## src/sv/frt_pkg.sv

```systemverilog
// ---------------------------------------------------------------------------
// frt_pkg
// Shared types and constants for the fragment reassembly tracker.
// ---------------------------------------------------------------------------
package frt_pkg;

  // Table geometry.
  localparam int SLOT_COUNT     = 8;
  localparam int SLOT_W         = 3;
  localparam int MAX_FRAGMENTS  = 16;
  localparam int FRAG_W         = 4;
  localparam int FRAGMENT_BYTES = 1024;
  localparam int FB_SHIFT       = 10;

  // Configuration register indexes.
  localparam logic [1:0] CFG_SILENCE_MASK = 2'd0;
  localparam logic [1:0] CFG_TIMEOUT      = 2'd1;
  localparam logic [1:0] CFG_MAX_BYTES    = 2'd2;

  // Error codes.
  localparam logic [3:0] ERR_NONE         = 4'd0;
  localparam logic [3:0] ERR_TIME_BACK    = 4'd1;
  localparam logic [3:0] ERR_MALFORMED    = 4'd2;
  localparam logic [3:0] ERR_NOT_AUDIO    = 4'd3;
  localparam logic [3:0] ERR_ZERO_FRAME   = 4'd4;
  localparam logic [3:0] ERR_TOO_MANY     = 4'd5;
  localparam logic [3:0] ERR_SILENCE_PAY  = 4'd6;
  localparam logic [3:0] ERR_NONCANONICAL = 4'd7;
  localparam logic [3:0] ERR_EMPTY        = 4'd8;
  localparam logic [3:0] ERR_TOO_LARGE    = 4'd9;
  localparam logic [3:0] ERR_TABLE_FULL   = 4'd10;
  localparam logic [3:0] ERR_INCONSISTENT = 4'd11;
  localparam logic [3:0] ERR_DUPLICATE    = 4'd12;

  typedef enum logic [2:0] {
    ST_IDLE,
    ST_CHECK,
    ST_EXPIRE,
    ST_SCAN,
    ST_COMMIT,
    ST_RESULT
  } state_t;

  // Commands from the controller to the datapath.
  typedef struct packed {
    logic load;
    logic set_back;
    logic time_upd;
    logic expire_step;
    logic scan_step;
    logic commit;
  } frt_cmd_t;

  // Status from the datapath to the controller.
  typedef struct packed {
    logic time_back;
    logic idx_last;
    logic finish_early;
  } frt_stat_t;

endpackage

```

## src/sv/frt_ctrl.sv

```systemverilog
// ---------------------------------------------------------------------------
// frt_ctrl
// Controller that sequences the time check, expiry sweep, slot search and
// commit for one item.
// ---------------------------------------------------------------------------
module frt_ctrl (
  input  logic              clk,
  input  logic              rst,
  input  logic              start,
  input  frt_pkg::frt_stat_t stat,
  output frt_pkg::frt_cmd_t  cmd,
  output logic              busy,
  output logic              result_valid
);
  import frt_pkg::*;

  state_t state, state_next;

  // State register.
  always_ff @(posedge clk) begin
    if (rst) begin
      state <= ST_IDLE;
    end else begin
      state <= state_next;
    end
  end

  // Next state and commands.
  always_comb begin
    state_next = state;
    cmd = '0;
    case (state)
      ST_IDLE: begin
        if (start) begin
          cmd.load = 1'b1;
          state_next = ST_CHECK;
        end
      end
      ST_CHECK: begin
        if (stat.time_back) begin
          cmd.set_back = 1'b1;
          state_next = ST_RESULT;
        end else begin
          cmd.time_upd = 1'b1;
          state_next = ST_EXPIRE;
        end
      end
      ST_EXPIRE: begin
        cmd.expire_step = 1'b1;
        if (stat.idx_last) begin
          state_next = stat.finish_early ? ST_RESULT : ST_SCAN;
        end
      end
      ST_SCAN: begin
        cmd.scan_step = 1'b1;
        if (stat.idx_last) begin
          state_next = ST_COMMIT;
        end
      end
      ST_COMMIT: begin
        cmd.commit = 1'b1;
        state_next = ST_RESULT;
      end
      ST_RESULT: begin
        state_next = ST_IDLE;
      end
      default: begin
        state_next = ST_IDLE;
      end
    endcase
  end

  assign busy = (state != ST_IDLE);
  assign result_valid = (state == ST_RESULT);

endmodule

```

## src/sv/frt_dpath.sv

```systemverilog
// ---------------------------------------------------------------------------
// frt_dpath
// Datapath: configuration registers, slot table, shape checks and the
// result registers.
// ---------------------------------------------------------------------------
module frt_dpath (
  input  logic               clk,
  input  logic               rst,
  input  frt_pkg::frt_cmd_t  cmd,
  output frt_pkg::frt_stat_t stat,
  input  logic               cfg_write,
  input  logic [1:0]         cfg_index,
  input  logic [31:0]        cfg_data,
  input  logic               func,
  input  logic [47:0]        now_ms,
  input  logic               parse_ok,
  input  logic               is_audio,
  input  logic [31:0]        strm_id,
  input  logic [31:0]        frm_id,
  input  logic [31:0]        seq_num,
  input  logic [31:0]        sample_stamp,
  input  logic [15:0]        flags,
  input  logic [7:0]         frag_pos,
  input  logic [7:0]         frag_cnt,
  input  logic [15:0]        payload_bytes,
  output logic [3:0]         error_code,
  output logic [3:0]         expired_count,
  output logic               frame_done,
  output logic [2:0]         slot_index,
  output logic [13:0]        write_offset,
  output logic [31:0]        done_strm_id,
  output logic [31:0]        done_first_sequence,
  output logic [31:0]        done_timestamp,
  output logic [31:0]        done_frame_id,
  output logic [15:0]        done_flags,
  output logic [14:0]        frame_bytes,
  output logic [3:0]         in_flight_count
);
  import frt_pkg::*;

  // Configuration registers.
  logic [15:0] silence_mask;
  logic [31:0] timeout_ms;
  logic [14:0] max_bytes;

  // Latched item.
  logic        f_func, f_parse, f_audio;
  logic [47:0] f_now;
  logic [31:0] f_stream, f_frame, f_seq, f_stamp;
  logic [15:0] f_flags, f_pay;
  logic [7:0]  f_idx, f_cnt;

  // Slot table.
  logic [SLOT_COUNT-1:0] slot_active;
  logic [31:0] slot_stream   [SLOT_COUNT];
  logic [31:0] slot_frame    [SLOT_COUNT];
  logic [31:0] slot_first_seq[SLOT_COUNT];
  logic [31:0] slot_stamp    [SLOT_COUNT];
  logic [15:0] slot_flag_bits[SLOT_COUNT];
  logic [7:0]  slot_frag_total[SLOT_COUNT];
  logic [47:0] slot_last_arr [SLOT_COUNT];
  logic [MAX_FRAGMENTS-1:0] slot_map[SLOT_COUNT];
  logic [4:0]  slot_rtotal   [SLOT_COUNT];
  logic [10:0] slot_final    [SLOT_COUNT];

  logic        time_seen;
  logic [47:0] last_time;

  // Sweep state and result registers.
  logic [SLOT_W-1:0] idx;
  logic              hit_found, free_found;
  logic [SLOT_W-1:0] hit_idx, free_idx;
  logic [3:0]        err, expired;
  logic              acc_ok, done_ok;
  logic [SLOT_W-1:0] sel_reg;
  logic [14:0]       bytes_reg;

  // Configuration writes.
  always_ff @(posedge clk) begin
    if (rst) begin
      silence_mask <= 16'd0;
      timeout_ms   <= 32'd1000;
      max_bytes    <= 15'd16384;
    end else if (cfg_write) begin
      case (cfg_index)
        CFG_SILENCE_MASK: silence_mask <= cfg_data[15:0];
        CFG_TIMEOUT:      timeout_ms <= cfg_data;
        CFG_MAX_BYTES:    max_bytes <= cfg_data[14:0];
        default: ;
      endcase
    end
  end

  // Shape checks of the latched fragment, in priority order.
  logic [3:0]  frag_err;
  logic        silent, is_final;
  logic [23:0] end_off;
  always_comb begin
    silent   = (f_flags & silence_mask) != 16'd0;
    is_final = ({1'b0, f_idx} + 9'd1) == {1'b0, f_cnt};
    end_off  = (24'(f_idx) << FB_SHIFT) + 24'(f_pay);
    if (f_func) frag_err = ERR_NONE;
    else if (!f_parse) frag_err = ERR_MALFORMED;
    else if (!f_audio) frag_err = ERR_NOT_AUDIO;
    else if (f_frame == 32'd0) frag_err = ERR_ZERO_FRAME;
    else if (f_cnt > 8'(MAX_FRAGMENTS)) frag_err = ERR_TOO_MANY;
    else if (f_cnt == 8'd0 || f_idx >= f_cnt) frag_err = ERR_NONCANONICAL;
    else if (silent) begin
      if (f_pay != 16'd0) frag_err = ERR_SILENCE_PAY;
      else if (f_cnt != 8'd1 || f_idx != 8'd0) frag_err = ERR_NONCANONICAL;
      else frag_err = ERR_NONE;
    end
    else if (f_pay == 16'd0) frag_err = ERR_EMPTY;
    else if (!is_final && f_pay != 16'(FRAGMENT_BYTES)) frag_err = ERR_NONCANONICAL;
    else if (f_pay > 16'(FRAGMENT_BYTES)) frag_err = ERR_NONCANONICAL;
    else if (end_off > 24'(max_bytes)) frag_err = ERR_TOO_LARGE;
    else frag_err = ERR_NONE;
  end

  // Per-slot tests at the sweep index.
  logic [47:0] age;
  logic        timed_out, key_match;
  assign age       = f_now - slot_last_arr[idx];
  assign timed_out = slot_active[idx] && (age >= {16'd0, timeout_ms});
  assign key_match = slot_active[idx] && slot_stream[idx] == f_stream &&
                     slot_frame[idx] == f_frame;

  // Commit decision for the chosen slot.
  logic [SLOT_W-1:0]        sel;
  logic [FRAG_W-1:0]        fidx;
  logic [31:0]              first_seq;
  logic                     mismatch, dup;
  logic [MAX_FRAGMENTS-1:0] map_new;
  logic [4:0]               rtot_new;
  logic [10:0]              final_new;
  logic                     completes;
  always_comb begin
    sel       = hit_found ? hit_idx : free_idx;
    fidx      = f_idx[FRAG_W-1:0];
    first_seq = f_seq - 32'(f_idx);
    mismatch  = slot_first_seq[sel] != first_seq || slot_stamp[sel] != f_stamp ||
                slot_flag_bits[sel] != f_flags || slot_frag_total[sel] != f_cnt;
    dup       = hit_found && slot_map[sel][fidx];
    map_new   = (hit_found ? slot_map[sel] : '0) | (MAX_FRAGMENTS'(1) << fidx);
    rtot_new  = (hit_found ? slot_rtotal[sel] : 5'd0) + 5'd1;
    final_new = is_final ? f_pay[10:0] : (hit_found ? slot_final[sel] : 11'd0);
    completes = {3'd0, rtot_new} == f_cnt;
  end

  // Control registers: time, sweep, status of the item.
  always_ff @(posedge clk) begin
    if (rst) begin
      slot_active <= '0;
      time_seen   <= 1'b0;
      last_time   <= 48'd0;
      idx         <= '0;
      hit_found   <= 1'b0;
      free_found  <= 1'b0;
      err         <= ERR_NONE;
      expired     <= 4'd0;
      acc_ok      <= 1'b0;
      done_ok     <= 1'b0;
    end else begin
      if (cmd.load) begin
        err     <= ERR_NONE;
        expired <= 4'd0;
        acc_ok  <= 1'b0;
        done_ok <= 1'b0;
      end
      if (cmd.set_back) begin
        err <= ERR_TIME_BACK;
      end
      if (cmd.time_upd) begin
        time_seen <= 1'b1;
        last_time <= f_now;
        idx       <= '0;
      end
      // Expiry sweep: one slot a cycle.
      if (cmd.expire_step) begin
        if (timed_out) begin
          slot_active[idx] <= 1'b0;
          expired <= expired + 4'd1;
        end
        if (stat.idx_last) begin
          idx        <= '0;
          err        <= frag_err;
          hit_found  <= 1'b0;
          free_found <= 1'b0;
        end else begin
          idx <= idx + SLOT_W'(1);
        end
      end
      // Slot search: first matching slot, else first free slot.
      if (cmd.scan_step) begin
        if (!hit_found && key_match) begin
          hit_found <= 1'b1;
          hit_idx   <= idx;
        end
        if (!free_found && !slot_active[idx]) begin
          free_found <= 1'b1;
          free_idx   <= idx;
        end
        idx <= stat.idx_last ? '0 : idx + SLOT_W'(1);
      end
      if (cmd.commit) begin
        if (!hit_found && !free_found) err <= ERR_TABLE_FULL;
        else if (hit_found && mismatch) err <= ERR_INCONSISTENT;
        else if (dup) err <= ERR_DUPLICATE;
        else begin
          acc_ok  <= 1'b1;
          done_ok <= completes;
          slot_active[sel] <= !completes;
        end
      end
    end
  end

  // Slot payload and result payload registers.
  always_ff @(posedge clk) begin
    if (cmd.load) begin
      f_func   <= func;
      f_now    <= now_ms;
      f_parse  <= parse_ok;
      f_audio  <= is_audio;
      f_stream <= strm_id;
      f_frame  <= frm_id;
      f_seq    <= seq_num;
      f_stamp  <= sample_stamp;
      f_flags  <= flags;
      f_idx    <= frag_pos;
      f_cnt    <= frag_cnt;
      f_pay    <= payload_bytes;
    end
    if (cmd.commit) begin
      sel_reg   <= sel;
      bytes_reg <= 15'(((f_cnt - 8'd1) << FB_SHIFT)) + 15'(final_new);
      if ((hit_found || free_found) && !(hit_found && mismatch) && !dup) begin
        slot_stream[sel]     <= f_stream;
        slot_frame[sel]      <= f_frame;
        slot_first_seq[sel]  <= first_seq;
        slot_stamp[sel]      <= f_stamp;
        slot_flag_bits[sel]  <= f_flags;
        slot_frag_total[sel] <= f_cnt;
        slot_last_arr[sel]   <= f_now;
        slot_map[sel]        <= map_new;
        slot_rtotal[sel]     <= rtot_new;
        slot_final[sel]      <= final_new;
      end
    end
  end

  // Status to the controller.
  assign stat.time_back    = time_seen && (f_now < last_time);
  assign stat.idx_last     = (idx == SLOT_W'(SLOT_COUNT - 1));
  assign stat.finish_early = f_func || (frag_err != ERR_NONE);

  // Result fields; matched slot fields equal the latched header here.
  assign error_code          = err;
  assign expired_count       = expired;
  assign frame_done          = done_ok;
  assign slot_index          = acc_ok ? sel_reg : 3'd0;
  assign write_offset        = acc_ok ? (14'(f_idx[FRAG_W-1:0]) << FB_SHIFT) : 14'd0;
  assign done_strm_id        = done_ok ? f_stream : 32'd0;
  assign done_first_sequence = done_ok ? (f_seq - 32'(f_idx)) : 32'd0;
  assign done_timestamp      = done_ok ? f_stamp : 32'd0;
  assign done_frame_id       = done_ok ? f_frame : 32'd0;
  assign done_flags          = done_ok ? f_flags : 16'd0;
  assign frame_bytes         = done_ok ? bytes_reg : 15'd0;
  assign in_flight_count     = 4'($countones(slot_active));

endmodule

```

## src/sv/fragment_reassembly_tracker.sv

```systemverilog
// ---------------------------------------------------------------------------
// fragment_reassembly_tracker
// Tracks frames under reassembly in a table of slots, expires idle slots and
// reports completed frames.
// ---------------------------------------------------------------------------
//  Channel   Signals                               Direction
//  item      start, busy, func .. payload_bytes    in
//  result    result_valid, error_code .. count     out
//  config    cfg_write, cfg_index, cfg_data        in
//
// An item that reaches the commit step shows its result after a time check,
// an expiry sweep and a slot search over all eight slots, each one slot a
// cycle, then the commit step and the result state. A time tick or a
// rejected header goes from the sweep straight to the result state; time
// running backwards goes there straight from the time check. busy drops
// after the result state, and the next item is taken once it is idle again.
// The result shows for one cycle with result_valid; the receiver
// cannot stall it. rst is synchronous and clears the table and the time.
module fragment_reassembly_tracker (
  input  logic        clk,
  input  logic        rst,
  input  logic        start,
  output logic        busy,
  output logic        result_valid,
  input  logic        cfg_write,
  input  logic [1:0]  cfg_index,
  input  logic [31:0] cfg_data,
  input  logic        func,
  input  logic [47:0] now_ms,
  input  logic        parse_ok,
  input  logic        is_audio,
  input  logic [31:0] strm_id,
  input  logic [31:0] frm_id,
  input  logic [31:0] seq_num,
  input  logic [31:0] sample_stamp,
  input  logic [15:0] flags,
  input  logic [7:0]  frag_pos,
  input  logic [7:0]  frag_cnt,
  input  logic [15:0] payload_bytes,
  output logic [3:0]  error_code,
  output logic [3:0]  expired_count,
  output logic        frame_done,
  output logic [2:0]  slot_index,
  output logic [13:0] write_offset,
  output logic [31:0] done_strm_id,
  output logic [31:0] done_first_sequence,
  output logic [31:0] done_timestamp,
  output logic [31:0] done_frame_id,
  output logic [15:0] done_flags,
  output logic [14:0] frame_bytes,
  output logic [3:0]  in_flight_count
);
  import frt_pkg::*;

  frt_cmd_t  cmd;
  frt_stat_t stat;

  // Sequencer.
  frt_ctrl u_ctrl (
    .clk          (clk),
    .rst          (rst),
    .start        (start),
    .stat         (stat),
    .cmd          (cmd),
    .busy         (busy),
    .result_valid (result_valid)
  );

  // Table and checks.
  frt_dpath u_dpath (
    .clk                 (clk),
    .rst                 (rst),
    .cmd                 (cmd),
    .stat                (stat),
    .cfg_write           (cfg_write),
    .cfg_index           (cfg_index),
    .cfg_data            (cfg_data),
    .func                (func),
    .now_ms              (now_ms),
    .parse_ok            (parse_ok),
    .is_audio            (is_audio),
    .strm_id             (strm_id),
    .frm_id              (frm_id),
    .seq_num             (seq_num),
    .sample_stamp        (sample_stamp),
    .flags               (flags),
    .frag_pos            (frag_pos),
    .frag_cnt            (frag_cnt),
    .payload_bytes       (payload_bytes),
    .error_code          (error_code),
    .expired_count       (expired_count),
    .frame_done          (frame_done),
    .slot_index          (slot_index),
    .write_offset        (write_offset),
    .done_strm_id        (done_strm_id),
    .done_first_sequence (done_first_sequence),
    .done_timestamp      (done_timestamp),
    .done_frame_id       (done_frame_id),
    .done_flags          (done_flags),
    .frame_bytes         (frame_bytes),
    .in_flight_count     (in_flight_count)
  );

  // A result is shown for one cycle and then the block goes idle.
  a_result_one_cycle: assert property (@(posedge clk) disable iff (rst)
    result_valid |=> !result_valid && !busy)
    else $error("result held longer than one cycle");

  // An accepted item makes the block busy.
  a_start_busy: assert property (@(posedge clk) disable iff (rst)
    start && !busy |=> busy)
    else $error("item accepted without going busy");

  // A completed frame carries no error.
  a_done_no_err: assert property (@(posedge clk) disable iff (rst)
    result_valid && frame_done |-> error_code == ERR_NONE)
    else $error("frame completed with an error code");

  // Time running backwards expires nothing.
  a_back_no_expire: assert property (@(posedge clk) disable iff (rst)
    result_valid && error_code == ERR_TIME_BACK |-> expired_count == 4'd0)
    else $error("slots expired on backwards time");

  // The active count never exceeds the table size.
  a_inflight_range: assert property (@(posedge clk) disable iff (rst)
    in_flight_count <= 4'(SLOT_COUNT))
    else $error("active slot count out of range");

endmodule

```

## config.mk

```make
export PLATFORM = sky130hd
export DESIGN_NAME = fragment_reassembly_tracker
export DESIGN_NICKNAME = d
export VERILOG_FILES = /design/src/sv/frt_pkg.sv /design/src/sv/frt_ctrl.sv /design/src/sv/frt_dpath.sv /design/src/sv/fragment_reassembly_tracker.sv
export SDC_FILE = /design/constraint.sdc
export NUM_CORES = 2
export LEC_CHECK = 0
export BUFFER_PORTS_ARGS = -buffer_cell sky130_fd_sc_hd__buf_2
export CORE_MARGIN = 8
export CORE_UTILIZATION = 65
export CTS_CLUSTER_DIAMETER = 80
export DETAILED_ROUTE_END_ITERATION = 8
export GPL_ROUTABILITY_DRIVEN = 1
export HOLD_SLACK_MARGIN = 0.03
export MAX_ROUTING_LAYER = met4
export PLACE_DENSITY = 0.84
export SETUP_SLACK_MARGIN = 0.1
export SYNTH_ARGS = -nofsm -noshare
export SYNTH_HDL_FRONTEND = slang
export SYNTH_SLANG_ARGS = --single-unit
```

## constraint.sdc

```tcl
create_clock -name clk -period 52.9 [get_ports clk]
set_clock_uncertainty 0.05 [all_clocks]
set_input_delay 5.29 -clock clk [delete_from_list [all_inputs] [get_ports clk]]
set_output_delay 5.29 -clock clk [all_outputs]
set_load 0.01 [all_outputs]
```

# == Word level (Yosys, flattened, before mapping) ==
# Memories as Yosys holds them, arrays and structs flattened. A register that Yosys moved wholly into a read port is not among the register bits.
# Cells that the tools add are included.
# word_totals
mem_bits_rw,1856
input_bits,265
regBits,389
mem_count,10
latchBits,0
output_inout_bits,191
elab_cells,237
romBits,0
# memory_table
name,words,word_bits,read_ports,rd_ports_with_merged_regs,wr,line_no,rtl
u_dpath.slot_last_arr,8,48,1,1,1,frt_dpath.sv:61,logic [47:0] slot_last_arr [SLOT_COUNT];
u_dpath.slot_first_seq,8,32,1,0,1,frt_dpath.sv:57,logic [31:0] slot_first_seq[SLOT_COUNT];
u_dpath.slot_frame,8,32,1,1,1,frt_dpath.sv:56,logic [31:0] slot_frame [SLOT_COUNT];
u_dpath.slot_stamp,8,32,1,0,1,frt_dpath.sv:58,logic [31:0] slot_stamp [SLOT_COUNT];
u_dpath.slot_stream,8,32,1,1,1,frt_dpath.sv:55,logic [31:0] slot_stream [SLOT_COUNT];
u_dpath.slot_flag_bits,8,16,1,0,1,frt_dpath.sv:59,logic [15:0] slot_flag_bits[SLOT_COUNT];
+4 memories,n/a,n/a,n/a,n/a,n/a,n/a,
# classes
shift,1
div,0
reduce_logical,45
n_eq_ne,21
n_lt_le_gt_ge,11
addsub,16
n_bitwise,5
mux,98
n_mul,0
# ops
cell,count
$mux W32,4
$mux W4,23
$eq A32 B32 Y1,2
$ne A32 B32 Y1,2
$mux W8,7
$mux W3,18
$ge A48 B32 Y1,1
$lt A48 B48 Y1,1
$sub A48 B48 Y48,1
$logic_not A32 Y1,1
$mux W1,32
$mux W16,2
$reduce_bool A16 Y1,2
$sub A32 B8 Y32,1
$gt A24 B15 Y1,1
$mux W11,2
$add A18 B16 Y19,1
$and A16 B16 Y16,1
$gt A16 B11 Y1 const B,1
$logic_not A16 Y1,1
$ne A16 B11 Y1 const B,1
$ne A16 B16 Y1,1
$or A16 B16 Y16,1
$shl A1 B4 Y16 const A,1
other kinds (46),89

# == Depth between registers and ports, before layout ==
# depth
depth_word,19
depth_mapped,31
depth_no_buf,25

# == Hierarchy ==
# Synthesis repeated with hierarchy kept, for this count alone.
# unflattened
cells_unflattened,5873
area_unflattened_um2,93230.7
# by_module_without_submodules
mod,instances,seq_area_each_um2,area_per_inst_um2,cells_each
frt_dpath,1,66033.3,92974.2,5841
frt_ctrl,1,60.1,256.5,32

# == Worst setup path after synthesis ==
# No wires, ideal clock.
# synth_path
path_type,register to register
from,register u_dpath.f_idx[1]
to,register u_dpath.slot_active[1]
arrival_time_ps,16414
required_time_ps,52240
period_less_slack_ps,17074
slack_ps,35826
setup_time_ps,610
n_path_buf,0
stages_incl_launch_ff,13
cell_sequence,edfxtp_1 > inv_1 > fa_1 > a211oi_1 > o21a_1 > o211ai_1 > nor4b_1 > xor2_1 > xor2_1 > nor4_1 > a41oi_2 > nor4_2 > mux2i_1
# synth_between
elab_chain_len,9
# synth_rtl
item,line_no,rtl
from (decl),frt_dpath.sv:51,"logic [7:0] f_idx, f_cnt;"
from (signal assigned),frt_dpath.sv:230,f_idx <= frag_pos;
$sub A32 B8 Y32,frt_dpath.sv:140,first_seq = f_seq - 32'(f_idx);
net u_dpath.first_seq[24],frt_dpath.sv:131,logic [31:0] first_seq;
$ne A32 B32 Y1,frt_dpath.sv:141,mismatch = slot_first_seq[sel] != first_seq || slot_stamp[sel] != f_stamp ||
$logic_or A1 B1 Y1 (2 in series),frt_dpath.sv:141,
$logic_or A1 B1 Y1,frt_dpath.sv:142,slot_flag_bits[sel] != f_flags || slot_frag_total[sel] != f_cnt;
$logic_and A1 B1 Y1,frt_dpath.sv:207,else if (hit_found && mismatch) err <= ERR_INCONSISTENT;
$mux W8,frt_dpath.sv:207,
$mux W8,frt_dpath.sv:206,if (!hit_found && !free_found) err <= ERR_TABLE_FULL;
$mux W8,frt_dpath.sv:205,if (cmd.commit) begin
"to (signal, indexed assignment)",frt_dpath.sv:212,slot_active[sel] <= !completes;
to (decl),frt_dpath.sv:54,logic [SLOT_COUNT-1:0] slot_active;
# The timed path passes the listed nets, and every way through them passes these cells. The select of a mux whose other input is x is not followed.
# A chain may end at the register's enable or synchronous reset.

# == Worst setup path after layout ==
# layout_path
from,register u_dpath.f_idx[3]
to,output done_first_sequence[26]
# layout_between
elab_chain_len,2
# layout_rtl
item,line_no,rtl
$sub A32 B8 Y32,n/a,
net u_dpath.first_seq[26],frt_dpath.sv:131,
$mux W32,frt_dpath.sv:264,assign done_first_sequence = done_ok ? (f_seq - 32'(f_idx)) : 32'd0;
to (decl),fragment_reassembly_tracker.sv:46,"output logic [31:0] done_first_sequence,"
# The timed path passes the listed nets, and every way through them passes these cells.

==> out/results.ini <==
[route]
drc=0
viasPerCell=6.98
drt.antenna.violating_nets=0
drtIter0Drc=8835
first_pass_iters=8
wl_mm=269
post_drt_wl_per_cell_um=31.5
vias=59500

[timing]
rsz0062_at_grt=no
hold_violations=0
period_share=0.186
maxSlewHeadroom=0.0453
final_max_slew_viol_count=0
timing.hold.ws_ns=0.407
clock.fmax_mhz=101
fin_setup_tns_ns=0
fin_ws_ns=43.04
setup_viol=0
fin_crit_ns=9.86
tightest_slew_ns=1.43

[global_route]
overflow=0
first_global_vias=59500
grt_max_degree=155
track_usage=0.341
antenna_found_initial=20
grt_pass1_wl_mm=386

[layout]
final_area_um2=105000
largest_reg_flops=384
drive_above_1_share=0.180
area_growth_syn_to_layout_pct=11.6
layout_commonest_cell=edfxtp_1
top_register=u_dpath.slot_last_arr
fin_nets=6868
layout_common_cells=edfxtp_1, buf_2, nand2_1

[cts]
ctsHtreeMaxLevel=4
post-cts-setup-buffers=0
post_cts_resized=0
ctsLongestPathBuffers=3
cts_tree=yes
clock_latency_ns=0.85
cts_sinks=2248
hold_buffers=0
path_clk_slew_ns=0.06
cts-root-buf=clkbuf_16
cts_inserted_buffers=212

[synth]
synth_edf_count=2107
synthFlopType=edfxtp_1
ys_top_cells_by_area=edfxtp_1, mux4_2, dfxtp_1, ha_1, mux2i_1
synth.distinct_cells=111
async_flop_share=0
postSynthAreaPerCell_um2=15.8
synth_top_area_cell=edfxtp_1
synth_area_um2=94300
netlist_instances=5971
yosys_warnings=0
synth_top_area_frac=0.671
ys_ff_latch=2248
ys_seq_area_frac=0.701

[worst_setup_path]
required_ns=47.56
cp_max_fo=14
slowest_delay_ns=0.75
arrival_ns=4.52
crit_type=flip-flop to primary output
cp_cell_sequence=inv_1, ha_1, o21ai_0, o21a_1, nor2_1, nor4_1, xor2_1, and2_1, buf_2
cp_slowest_cell=edfxtp_1
cp-end-kind=primary output
crit_family=simple AND/OR/NAND/NOR gates
worst_setup_path_start_kind=flip-flop
crit_buf_inv=2

[power_and_ir_drop]
peakVddDrop_v=0.0000350
power.leakage_nw=35.6
power.density_nw_per_um2=38.2

[floorplanning]
initial_core_util=0.651
die_h_um=397
die_x_um=397
ioPinCount=456
die_area_um2=158000
rows=140
core_um2=145000

[placed_design]
placed_cell_area_um2=98300
place_congestion=0.975
preCtsSetupSlack_ns=43.98
io_buffers=445
dp_hpwl_mm=159

[status]
outcome=finished clean

[min_path]
hold_path_class=flip-flop to flip-flop

[run]
cap_viol_max_count=0

-- tightest hold or removal path: stages, from the launching register on --
cell and delay, ns:
dfxtp_1 0.31, nand2_1 0.05, a21oi_1 0.05
-- stage by stage --
step                total power (W)  utilization  cells
global placement            0.00252        0.679   8114
finish                      0.00402        0.726   8526
CTS                         0.00401        0.726   8511
floorplan                   0.00238            -   5980
detailed placement          0.00253        0.679   8114
global route                0.00413        0.726   8525
-- kinds of logic after synthesis --
kind of cell	Yosys count	share of synthesized area
mux	482	0.0820
xor+xnor	218	0.0205
flops	2248	0.701
simple gates	1335	0.0733
compound gates	1010	0.0738
buf+inv	485	0.0237
fa+ha+maj	192	0.0260
other cells	1	0.0000398
-- where the power goes --
| group | internal (W) | switching [W] |
|---|---|---|
| Combinational | 0.000146 | 0.000250 |
| Sequential | 0.00203 | 0.0000846 |
| Clock | 0.000852 | 0.000659 |
| Total | 0.00303 | 0.000994 |
-- path summary, 6_finish.rpt --
kind                        start                         to  slack [ns]  depth (start not counted)
max reg2reg     u_dpath.hit_found  u_dpath.slot_frame[7][14]       44.28                         16
min reg2reg  u_dpath.max_bytes[5]       u_dpath.max_bytes[5]        0.41                          2
min          u_dpath.max_bytes[5]       u_dpath.max_bytes[5]        0.41                          2
max              u_dpath.f_idx[3]    done_first_sequence[26]       43.04                          9
-- per-layer routing --
metal,track usage,share of wire,up-vias
met5,-,0,-
li1,-,-,24500
met3,0.0774,0.12,1021
met4,0.195,0.069,0
met2,0.525,0.47,4786
met1,0.422,0.34,29200
-- cell usage after synthesis, types with 19 or more instances --
| cell | count |
|---|---|
| o211ai_1 | 35 |
| or3_1 | 21 |
| a31oi_1 | 23 |
| xor2_1 | 109 |
| and2_1 | 167 |
| or4_1 | 42 |
| a221oi_1 | 23 |
| o22ai_1 | 130 |
| a32o_1 | 19 |
| xnor2_1 | 107 |
| nor4_1 | 82 |
| o221ai_1 | 97 |
| buf_4 | 32 |
| nor2_1 | 205 |
| a21oi_1 | 237 |
| buf_6 | 28 |
| o21a_1 | 28 |
| nor2b_1 | 34 |
| nand2_1 | 390 |
| clkbuf_1 | 151 |
| nand3_1 | 84 |
| buf_2 | 67 |
| dfxtp_1 | 141 |
| o21ai_0 | 136 |
| mux2_2 | 37 |
| mux4_2 | 226 |
| inv_1 | 163 |
| buf_1 | 41 |
| ha_1 | 185 |
| a21o_1 | 37 |
| edfxtp_1 | 2107 |
| o22a_1 | 19 |
| a211oi_1 | 34 |
| mux2i_1 | 214 |
| o31ai_1 | 23 |
| nor3_1 | 114 |
| nand4_1 | 82 |
-- layout make-up --
| class | count | area, µm² |
|---|---|---|
| diodes | 15 | 37.5 |
| repair buffers | 536 | 3050 |
| fillers | 8391 | 39600 |
| clock inverters | 120 | 1120 |
| flip-flops and latches | 2248 | 66100 |
| multi-input cells | 3247 | 26100 |
| clock buffers | 277 | 5740 |
| inverters | 166 | 641 |
| well taps | 1917 | 2400 |
Power figures use the tool's default switching activity.
